--- src/hdl/rwc_pkg.sv ---
// Shared constants, types and the tap selection function for the window convolution.
package rwc_pkg;

   localparam int MAX_WIDTH   = 2048;
   localparam int COL_BITS    = $clog2(MAX_WIDTH);
   localparam int WIDTH_BITS  = 12;
   localparam int KERNEL_SIDE = 5;
   localparam int LINES       = KERNEL_SIDE - 1;
   localparam int PIX_BITS    = 24;
   localparam int CHAN_BITS   = 8;
   localparam int CHANNELS    = 3;
   localparam int COEF_BITS   = 12;
   localparam int FRAC_BITS   = COEF_BITS - 2;
   localparam int TAPS        = KERNEL_SIDE * KERNEL_SIDE;
   localparam int COEF_WORDS  = 5;
   localparam int WORD_BITS   = 60;
   localparam int COLV_BITS   = KERNEL_SIDE * PIX_BITS;
   localparam int LS_BITS     = LINES * PIX_BITS;
   localparam int PROD_BITS   = COEF_BITS + CHAN_BITS + 1;
   localparam int CSUM_BITS   = PROD_BITS + 3;
   localparam int TOTAL_BITS  = CSUM_BITS + 3;
   localparam int RES_BITS    = CHANNELS * CHAN_BITS + 2;
   localparam int FIFO_DEPTH  = 8;
   localparam int FIFO_AW     = $clog2(FIFO_DEPTH);

   localparam logic [2:0] CSR_RADIUS = 3'd0;
   localparam logic [2:0] CSR_WIDTH  = 3'd1;
   localparam logic [2:0] CSR_COEF0  = 3'd2;
   localparam logic [2:0] CSR_COEF1  = 3'd3;
   localparam logic [2:0] CSR_COEF2  = 3'd4;
   localparam logic [2:0] CSR_COEF3  = 3'd5;
   localparam logic [2:0] CSR_COEF4  = 3'd6;

   typedef struct packed {
      logic shift;
      logic fill;
   } cell_ctrl_type;

   // Tap for window row/column under radius r; positions outside the kernel give zero.
   function automatic logic signed [COEF_BITS-1:0] tap_at(
      input logic [TAPS*COEF_BITS-1:0] flat, input logic [1:0] r,
      input int row, input int col);
      int s;
      int base;
      int t;
      logic signed [COEF_BITS-1:0] v;
      s    = 2 * int'(r) + 1;
      base = KERNEL_SIDE - s;
      v    = '0;
      if (row >= base && col >= base) begin
         t = (row - base) * s + (col - base);
         v = flat[t*COEF_BITS +: COEF_BITS];
      end
      return v;
   endfunction

endpackage

--- src/hdl/rwc_out_fifo.sv ---
// Result queue in front of the output channel.
module rwc_out_fifo (
   input  logic                          clock,
   input  logic                          reset,
   input  logic                          push,
   input  logic [rwc_pkg::RES_BITS-1:0]  push_data,
   input  logic                          pop,
   output logic                          valid,
   output logic [rwc_pkg::RES_BITS-1:0]  data
);
   logic [rwc_pkg::RES_BITS-1:0] slot_ff [rwc_pkg::FIFO_DEPTH];
   logic [rwc_pkg::FIFO_AW-1:0]  wp_ff, wp_in, rp_ff, rp_in;
   logic [rwc_pkg::FIFO_AW:0]    cnt_ff, cnt_in;

   always_comb begin
      wp_in  = push ? wp_ff + 1'b1 : wp_ff;
      rp_in  = pop ? rp_ff + 1'b1 : rp_ff;
      cnt_in = cnt_ff + (rwc_pkg::FIFO_AW+1)'(push) - (rwc_pkg::FIFO_AW+1)'(pop);
   end

   always_ff @(posedge clock) begin
      if (reset) begin
         wp_ff  <= '0;
         rp_ff  <= '0;
         cnt_ff <= '0;
      end else begin
         wp_ff  <= wp_in;
         rp_ff  <= rp_in;
         cnt_ff <= cnt_in;
      end
      if (push) begin
         slot_ff[wp_ff] <= push_data;
      end
   end

   assign valid = cnt_ff != '0;
   assign data  = slot_ff[rp_ff];
endmodule

--- config.mk ---
export PLATFORM = sky130hd
export DESIGN_NAME = rwc_out_fifo
export DESIGN_NICKNAME = d
export VERILOG_FILES = /design/src/hdl/rwc_pkg.sv /design/src/hdl/rwc_out_fifo.sv
export SDC_FILE = /design/constraint.sdc
export NUM_CORES = 1
export LEC_CHECK = 0
export BUFFER_PORTS_ARGS = -buffer_cell sky130_fd_sc_hd__clkbuf_2
export CAP_MARGIN = 30
export CORE_MARGIN = 2
export CORE_UTILIZATION = 51
export CTS_CLUSTER_SIZE = 14
export DETAILED_ROUTE_END_ITERATION = 7
export PLACE_DENSITY_LB_ADDON = 0.08
export SKIP_CTS_REPAIR_TIMING = 1
export SLEW_MARGIN = 25
export SYNTH_ARGS = -nofsm -noshare
export SYNTH_HDL_FRONTEND = slang
export SYNTH_SLANG_ARGS = --single-unit
--- constraint.sdc ---
create_clock -name clock -period 6.6 [get_ports clock]
set_input_delay 0.66 -clock clock [delete_from_list [all_inputs] [get_ports clock]]
set_output_delay 0.66 -clock clock [all_outputs]
set_load 0.03 [all_outputs]
==> results.ini <==
[run_status]
status=finished, final reports clean

[route]
routed_via_density=5.553
drt_iter0_drc=258
final_antenna_net_count=0
routed_wl_mm=15.18
wl_per_cell_um=22.22
drt_drc_violations_left=0
drt_pass1_iterations=4
num_vias=3793

[sta]
maxSlewHeadroom_pct=52.39
fin_crit_ps=3678
worst_slew_pin_slew_ps=714.2
rsz0062_at_grt=no
hold_viol_final=0
finalSetupViolCount=0
fin_setup_tns_ps=0
slew_violations=0
hold_ws_ps=431.8
fmax_mhz=271.9
skew_ps=4.255
fin_crit_sh_pct=55.72

[finish]
seqCellArea_sq_um=6509
nets=485
final_util_pct=60.42
synthToLayoutAreaGrowth_pct=16.22
fin_area_sq_um=9985
fillers=1155
antenna_cells=0
multi_input_area_sq_um=2008
drive_above_1_share_pct=31.32

[cts]
cts.sinks=221
clk_latency_ps=500
numCtsBuffers=23
clkSlewWorstSetupHoldPaths_ps=60
tritoncts=built
ctsLongestPathBuffers=3
htreeDepth=1
clockRootBuffer=clkbuf_16

[power_and_ir_drop]
pwr_density_cell_nw_per_um2=306.4
p_leak_nw=3.349
peakVddDrop_v=0.0002194

[worst_hold_path]
holdPathEnd=slot_ff[0][22]$_DFFE_PP_
hold_depth=1
worstHoldPathType=in2reg
hold_start=push_data[22]

[grt]
antenna_found_initial=1
grt.overflow.total=0
grt_max_degree=53
grt_pass1_vias=4069
gr-usage-all-layers_pct=17.50
grt_pass1_wl_mm=23.50

[setup_path]
startpoint_type=register
cp_max_fo=33
path_class=reg2out
r2r_cells=3
r2r-start=wp_ff[0]$_SDFFE_PP0P_
critPathRequiredTime_ps=5940
worst_r2r_endpoint=slot_ff[3][13]$_DFFE_PP_
r2r_slack_ps=4820
endpoint_kind=primary output
cp.arrival_ps=3020

[floorplan]
die_w_um=133.8
rows=47
die_h_um=133.8
core-area_sq_um=16520
ioPinCount=57
floorplan.initialDensity_pct=51.99
dieArea_sq_um=17900

[yosys]
avgSynthCellArea_sq_um=23.28
synth_seq_cells=221
synth_cell_types=22
yosys.area.top_type=edfxtp_1
synthCells=369
synth-warning-count=0
synth_top_area_share_pct=72.71
syn-cell-area_sq_um=8591
synth_nets=407
yosys-top-cells-area=edfxtp_1, mux4_1, mux2_2, dfxtp_1, mux4_2
yosysSeqAreaShare_pct=75.74

[placed_design]
post_dp_cell_area_sq_um=9316
port_buffers=56
gp_congestion=0.6766
post-dp-hpwl_mm=8.689

[job]
drv_cap=0

-- cell families after synthesis --
kind of cell	count (synthesis)	share of synthesized area, %
buf+inv	23	1.529
fa+ha+maj	8	1.253
mux	80	19.28
simple gates	29	1.471
compound gates	3	0.2185
flops	221	75.74
xor+xnor	5	0.5099
-- metrics by stage --
stage	setup WS, ps	instances	total power [W]
floorplan	3600	369	0.001849
global placement	3394	636	0.001935
detailed placement	3395	642	0.001951
CTS	2860	683	0.003095
global route	2778	683	0.003174
finish	2922	683	0.003060
-- where the power goes --
group	total (W)	switching, W	internal [W]
logic	0.000317	0.000185	0.000132
clock network	0.00115	0.000507	0.000638
registers	0.00160	0.0000182	0.00158
-- sequential cells by signal (all words and copies together) (netlist names), named ones only --
register  count
wp_ff         3
rp_ff         3
slot_ff     208
cnt_ff        4
-- worst max-delay path, cell delays in order, from the launching register on --
cell and delay (ps):
dfxtp_2 750, buf_4 620, mux4_1 650, mux2_2 300
clkbuf_2 190
-- how the worst max path moves through the flow --
stage,end,cells past startpoint,startpoint,slack [ps]
6_report,data[15],4,register,2920
5_1_grt,data[15],4,register,2780
4_1_cts,data[15],4,register,2860
3_5_place_dp,data[7],4,register,3390
3_3_place_gp,data[7],4,register,3390
2_1_floorplan,slot_ff[0][0]$_DFFE_PP_,2,push,3600
-- placed cells by master (no fill, tap or decap), drive strengths merged --
cell type and count:
clkbuf 81, a21oi 2, inv 8, ha 7, xor2 3, edfxtp 208, buf 13, fa 1
dfxtp 13, nand3 2, mux4 52, nor2b 1, nor3 2, clkinvlp 2, a31o 1, mux2i 2
nor2 16, xnor2 2, clkinv 13, nand2 4, nand2b 4, mux2 26
-- area by class of cell --
class	instances	area share, %
inverter	7	0.2632
clock buffer	25	5.840
clock inverter	16	0.8521
tap	220	2.757
multi-input combinational	125	20.11
timing repair buffer	69	4.987
sequential	221	65.19
-- cell usage after synthesis, drive strengths merged --
| cell | count |
|---|---|
| edfxtp | 208 |
| mux4 | 52 |
| mux2 | 26 |
| nor2 | 16 |
| dfxtp | 13 |
| buf | 8 |
| clkbuf | 8 |
| ha | 7 |
| inv | 7 |
| nand2 | 4 |
| nand2b | 4 |
| xor2 | 3 |
| a21oi | 2 |
| mux2i | 2 |
| nand3 | 2 |
| nor3 | 2 |
| xnor2 | 2 |
| a31o | 1 |
| fa | 1 |
| nor2b | 1 |
-- per-layer routing --
metal | global-route usage (%) | share of wire [%] | up-vias
met4 | 3.723 | 1.6 | 0
li1 | - | - | 1729
met3 | 3.439 | 5.5 | 27
met2 | 29.89 | 50 | 89
met5 | 0 | 0 | -
met1 | 23.81 | 43 | 1948
No activity file was read; power rests on OpenSTA's default activity.
