File: src/hdl/rwc_pkg.sv
// Shared constants, types and the tap selection function for the window convolution.
package rwc_pkg;

   localparam int MAX_WIDTH   = 2048;
   localparam int COL_BITS    = $clog2(MAX_WIDTH);
   localparam int WIDTH_BITS  = 12;
   localparam int KERNEL_SIDE = 5;
   localparam int LINES       = KERNEL_SIDE - 1;
   localparam int PIX_BITS    = 24;
   localparam int CHAN_BITS   = 8;
   localparam int CHANNELS    = 3;
   localparam int COEF_BITS   = 12;
   localparam int FRAC_BITS   = COEF_BITS - 2;
   localparam int TAPS        = KERNEL_SIDE * KERNEL_SIDE;
   localparam int COEF_WORDS  = 5;
   localparam int WORD_BITS   = 60;
   localparam int COLV_BITS   = KERNEL_SIDE * PIX_BITS;
   localparam int LS_BITS     = LINES * PIX_BITS;
   localparam int PROD_BITS   = COEF_BITS + CHAN_BITS + 1;
   localparam int CSUM_BITS   = PROD_BITS + 3;
   localparam int TOTAL_BITS  = CSUM_BITS + 3;
   localparam int RES_BITS    = CHANNELS * CHAN_BITS + 2;
   localparam int FIFO_DEPTH  = 8;
   localparam int FIFO_AW     = $clog2(FIFO_DEPTH);

   localparam logic [2:0] CSR_RADIUS = 3'd0;
   localparam logic [2:0] CSR_WIDTH  = 3'd1;
   localparam logic [2:0] CSR_COEF0  = 3'd2;
   localparam logic [2:0] CSR_COEF1  = 3'd3;
   localparam logic [2:0] CSR_COEF2  = 3'd4;
   localparam logic [2:0] CSR_COEF3  = 3'd5;
   localparam logic [2:0] CSR_COEF4  = 3'd6;

   typedef struct packed {
      logic shift;
      logic fill;
   } cell_ctrl_type;

   // Tap for window row/column under radius r; positions outside the kernel give zero.
   function automatic logic signed [COEF_BITS-1:0] tap_at(
      input logic [TAPS*COEF_BITS-1:0] flat, input logic [1:0] r,
      input int row, input int col);
      int s;
      int base;
      int t;
      logic signed [COEF_BITS-1:0] v;
      s    = 2 * int'(r) + 1;
      base = KERNEL_SIDE - s;
      v    = '0;
      if (row >= base && col >= base) begin
         t = (row - base) * s + (col - base);
         v = flat[t*COEF_BITS +: COEF_BITS];
      end
      return v;
   endfunction

endpackage

File: src/hdl/rwc_cell.sv
// Window cell: one column of the pixel window, its products and its column sums.
module rwc_cell (
   input  logic                                        clock,
   input  rwc_pkg::cell_ctrl_type                      ctrl,
   input  logic [rwc_pkg::COLV_BITS-1:0]               new_col,
   input  logic [rwc_pkg::COLV_BITS-1:0]               nbr_col,
   input  logic [rwc_pkg::KERNEL_SIDE*rwc_pkg::COEF_BITS-1:0] coefs,
   output logic [rwc_pkg::COLV_BITS-1:0]               col_out,
   output logic [rwc_pkg::CHANNELS*rwc_pkg::CSUM_BITS-1:0] csum
);
   logic [rwc_pkg::COLV_BITS-1:0] win_ff;
   logic signed [rwc_pkg::PROD_BITS-1:0] prod_in [rwc_pkg::KERNEL_SIDE][rwc_pkg::CHANNELS];
   logic signed [rwc_pkg::PROD_BITS-1:0] prod_ff [rwc_pkg::KERNEL_SIDE][rwc_pkg::CHANNELS];
   logic [rwc_pkg::CHANNELS*rwc_pkg::CSUM_BITS-1:0] csum_in;
   logic [rwc_pkg::CHANNELS*rwc_pkg::CSUM_BITS-1:0] csum_ff;

   always_ff @(posedge clock) begin
      if (ctrl.shift) begin
         win_ff <= ctrl.fill ? new_col : nbr_col;
      end
   end

   always_comb begin
      logic signed [rwc_pkg::CHAN_BITS:0]    px;
      logic signed [rwc_pkg::COEF_BITS-1:0]  cf;
      for (int i = 0; i < rwc_pkg::KERNEL_SIDE; i++) begin
         for (int c = 0; c < rwc_pkg::CHANNELS; c++) begin
            px = {1'b0, win_ff[i*rwc_pkg::PIX_BITS + c*rwc_pkg::CHAN_BITS +: rwc_pkg::CHAN_BITS]};
            cf = coefs[i*rwc_pkg::COEF_BITS +: rwc_pkg::COEF_BITS];
            prod_in[i][c] = rwc_pkg::PROD_BITS'(px) * rwc_pkg::PROD_BITS'(cf);
         end
      end
   end

   always_ff @(posedge clock) begin
      prod_ff <= prod_in;
      csum_ff <= csum_in;
   end

   always_comb begin
      logic signed [rwc_pkg::CSUM_BITS-1:0] acc;
      for (int c = 0; c < rwc_pkg::CHANNELS; c++) begin
         acc = '0;
         for (int i = 0; i < rwc_pkg::KERNEL_SIDE; i++) begin
            acc = acc + rwc_pkg::CSUM_BITS'(prod_ff[i][c]);
         end
         csum_in[c*rwc_pkg::CSUM_BITS +: rwc_pkg::CSUM_BITS] = acc;
      end
   end

   assign col_out = win_ff;
   assign csum    = csum_ff;
endmodule

File: config.mk
export PLATFORM = sky130hd
export DESIGN_NAME = rwc_cell
export DESIGN_NICKNAME = d
export VERILOG_FILES = /design/src/hdl/rwc_pkg.sv /design/src/hdl/rwc_cell.sv
export SDC_FILE = /design/constraint.sdc
export NUM_CORES = 2
export LEC_CHECK = 0
export BUFFER_PORTS_ARGS = -buffer_cell sky130_fd_sc_hd__buf_2
export CORE_AREA = 3 3 351 353
export DETAILED_ROUTE_END_ITERATION = 7
export DIE_AREA = 0 0 354 356
export HOLD_SLACK_MARGIN = 0.08
export PLACE_DENSITY = 0.82
export SLEW_MARGIN = 20
export SYNTH_ARGS = -nofsm -noshare
export SYNTH_HDL_FRONTEND = slang
export SYNTH_SLANG_ARGS = --single-unit
File: constraint.sdc
create_clock -name clock -period 6.2 [get_ports clock]
set_input_delay 0.31 -clock clock [delete_from_list [all_inputs] [get_ports clock]]
set_output_delay 0.31 -clock clock [all_outputs]
set_load 0.02 [all_outputs]
==> run summary <==
CP Data Required Time -> 6.78 ns
Dpl cells -> 10.2k
Final setup fails -> 0
Crit. End Element -> flop
Clk buf depth -> 3
Setup TNS after final layout -> 0 ns
Post-CTS Resized -> 0
H-tree Lvls -> 3
Reg area -> 0.0114 mm2
Via-to-Cell Ratio -> 5.44
Hold Path Depth -> 2
CP startpoint kind -> flop
Critical Path Slowest Stage Cell -> edfxtp_1
First-pass GRT wire length -> 333,000 um
CTS tree -> built
CP max FO -> 13
TritonRoute pass-1 iters -> 6
FP Rows -> 127
Detailed Route WL -> 208,000 um
Ys flop type -> dfxtp_1
Initial antenna violation count -> 19
Worst setup path category -> flop to flop
Slew Viols, Final -> 0
Non-filler cells in the finished layout -> 10.5k
CP most frequent cell -> fa_1
Drc violations -> 0
Post-synth EDFFs -> 120
Vias in the first global route -> 62.4k
RR Endpoint -> prod_ff[291]$_DFF_P_
R2r startpoint -> col_out[8]$_DFFE_PP_
Final Hold Fails -> 0
Reg-to-reg slack, setup -> 0.94 ns
Max cap viols -> 0
Hold_sp -> new_col[48]
Clock root buffer -> clkbuf_16
Antenna-violating nets left -> 0
CORE AREA -> 0.120 mm2
Fmax -> 190 MHz
RSZ-0062 raised after global routing -> no
Clk sink count -> 507
Overall Global Routing Usage -> 33.9%
Hold Crit Endpoint -> col_out[48]$_DFFE_PP_
Die W -> 354 um
Layout fillers -> 8,747
IO Pins -> 495
Run status -> finished, final reports clean
Post-route cell area -> 0.0838 mm2
CP max stage delay -> 0.71 ns
Multi-input gate area -> 0.0539 mm2
Post-DP HPWL -> 161,000 um
Placed Area -> 0.0791 mm2
Most common cell after layout, fill and taps aside -> inv_1
Pin count of the biggest net entering global routing -> 59
Via count -> 57.3k
Seq/Total Area, Yosys -> 15.0%
Area of the die -> 0.126 mm2
Die height -> 356 um
Overflow after GRT -> 0
Slew @ Worst Pin -> 1.04 ns
Mean Syn Cell Area -> 9.09 um2
Critical Path AT -> 5.84 ns
Nets -> 11.2k
DRT iter0 DRCs -> 3,922
Syn Std Cell Area -> 0.0755 mm2
Clock Latency Late Sink -> 0.67 ns
Async SR Flop Fraction -> 0%
Syn Inst Count -> 8,307
P&R area growth vs syn -> 11.0%
Fin crit share -> 84.8%
Rel. slew slack -> 30.2%
Commonest non-fill, non-tap cells in the layout -> inv_1, fa_1, nand2_1
CTS buffer count -> 68
Initial Util -> 62.9%
Minimum clock period -> 5.26 ns
Ys Warns -> 0
Port bufs -> 494
Worst path cell trace -> nand2_1 > fa_1 > inv_1 > fa_1 > fa_1 > inv_1 > fa_1 > inv_1 > ha_1 > a2111oi_0 > o21ai_0 > a41oi_1 > o21ai_0 > a21o_1 > a21oi_1 > xnor2_1
Yosys cell types -> 65
WL per Instance -> 19.7 um
Clk_skew -> 0.0429 ns
FF+latch count, synth -> 507
Synth Net Count -> 10.7k
Clock transition at path regs -> 0.07 ns
GPL Wtd Cong -> 0.980
Worst reg2reg path depth -> 16
Layout cells sized above 1 -> 8.43%
HP Class -> input pin to flop
per-layer routing:
metal	wire length [um]	track usage (%)
met5	92	0
met3	19900	8.20
met4	13800	19.2
met2	97300	55.6
met1	76700	41.2
final cells by class:
type,instances,area share (%)
multi-input cells,5066,64.3
flip-flops and latches,507,13.5
inverters,2476,11.1
repair buffers,747,5.95
well taps,1612,2.41
clock buffers,80,2.18
clock inverters,40,0.490
diodes,7,0.0209
cell families (layout without fill, tap and decap cells):
kind of cell | after synthesis | count (layout) | synth area share (%)
other | 0 | 7 | 0
DFF | 507 | 507 | 15.0
and+or+nand+nor | 1892 | 1892 | 12.3
buffers and inverters | 2734 | 3343 | 13.6
adders and majority gates | 2067 | 2067 | 47.8
muxes | 122 | 122 | 1.82
AOI/OAI and AO/OA | 641 | 641 | 5.46
xor gates and xnor gates | 344 | 344 | 3.99
what timing repair did:
| action | 4_1_cts | 5_1_grt |
|---|---|---|
| hold endpoints to repair | 144 | 0 |
| setup endpoints to repair | 0 | 0 |
| setup buffers | 0 | 0 |
| hold buffers | 239 | 0 |
per-stage QoR:
step / util, % / setup slack [ns] / hold slack (ns)
5_1_grt: 69.7 / 0.609 / 0.0874
2_1_floorplan: - / 1.35 / 0.422
3_3_place_gp: 65.9 / 1.06 / 0.448
4_1_cts: 69.7 / 0.985 / 0.0828
3_5_place_dp: 65.9 / 1.01 / 0.451
6_report: 69.8 / 0.940 / 0.127
state kept, by name (all words and copies together), names as in the netlist:
register	cells
col_out	120
csum	72
prod_ff	315
synthesized netlist by cell type (all sizes together) (4+ instances only):
master,n,area [um2]
o211ai,18,135
o31a,10,87.6
or4,5,37.5
and4,6,52.6
a221oi,13,120
nor2b,22,138
and2,688,4300
edfxtp,120,3600
nor2,138,518
ha,702,8780
o2111ai,16,140
o21bai,42,315
nor4,10,62.6
dfxtp,387,7750
o22ai,9,62.6
and3,19,119
o21ai,94,474
o41ai,4,35.0
mux2,120,1350
a21oi,230,1150
a2111oi,5,56.3
nand2b,18,113
o311a,5,50.1
a21o,79,593
nor3,43,215
xnor2,263,2300
nand3,47,235
nand4,18,113
o21a,41,308
fa,1365,27300
o31ai,11,82.6
or3,10,62.6
a221o,6,60.1
or2,4,25.0
nand2,856,3210
clkbuf,257,965
a211oi,17,128
a21boi,4,30.0
xor2,81,709
inv,2476,9290
a31oi,16,100
how the worst max path moves through the flow:
| stage | from | to | cells past startpoint |
|---|---|---|---|
| final | col_out[8]$_DFFE_PP_ | prod_ff[291]$_DFF_P_ | 16 |
| after global routing | col_out[80]$_DFFE_PP_ | prod_ff[104]$_DFF_P_ | 16 |
| after CTS | col_out[80]$_DFFE_PP_ | prod_ff[104]$_DFF_P_ | 16 |
| after detailed placement | coefs[35] | prod_ff[144]$_DFF_P_ | 17 |
| after global placement | col_out[72]$_DFFE_PP_ | prod_ff[125]$_DFF_P_ | 16 |
| after floorplan | col_out[64]$_DFFE_PP_ | prod_ff[144]$_DFF_P_ | 17 |
critical path, delay by kind of cell, from the launching register on:
| family | cells | cell delay, ns |
|---|---|---|
| xor+xnor | 1 | 0.14 |
| compound gates | 6 | 1.54 |
| fa+ha+maj | 5 | 2.41 |
| simple gates | 1 | 0.24 |
| buf+inv | 3 | 0.15 |
| flops | 1 | 0.71 |
Power is left out: the tool's default activity adds up to more than one toggle a clock period on the data nets, which glitch-free logic cannot reach.
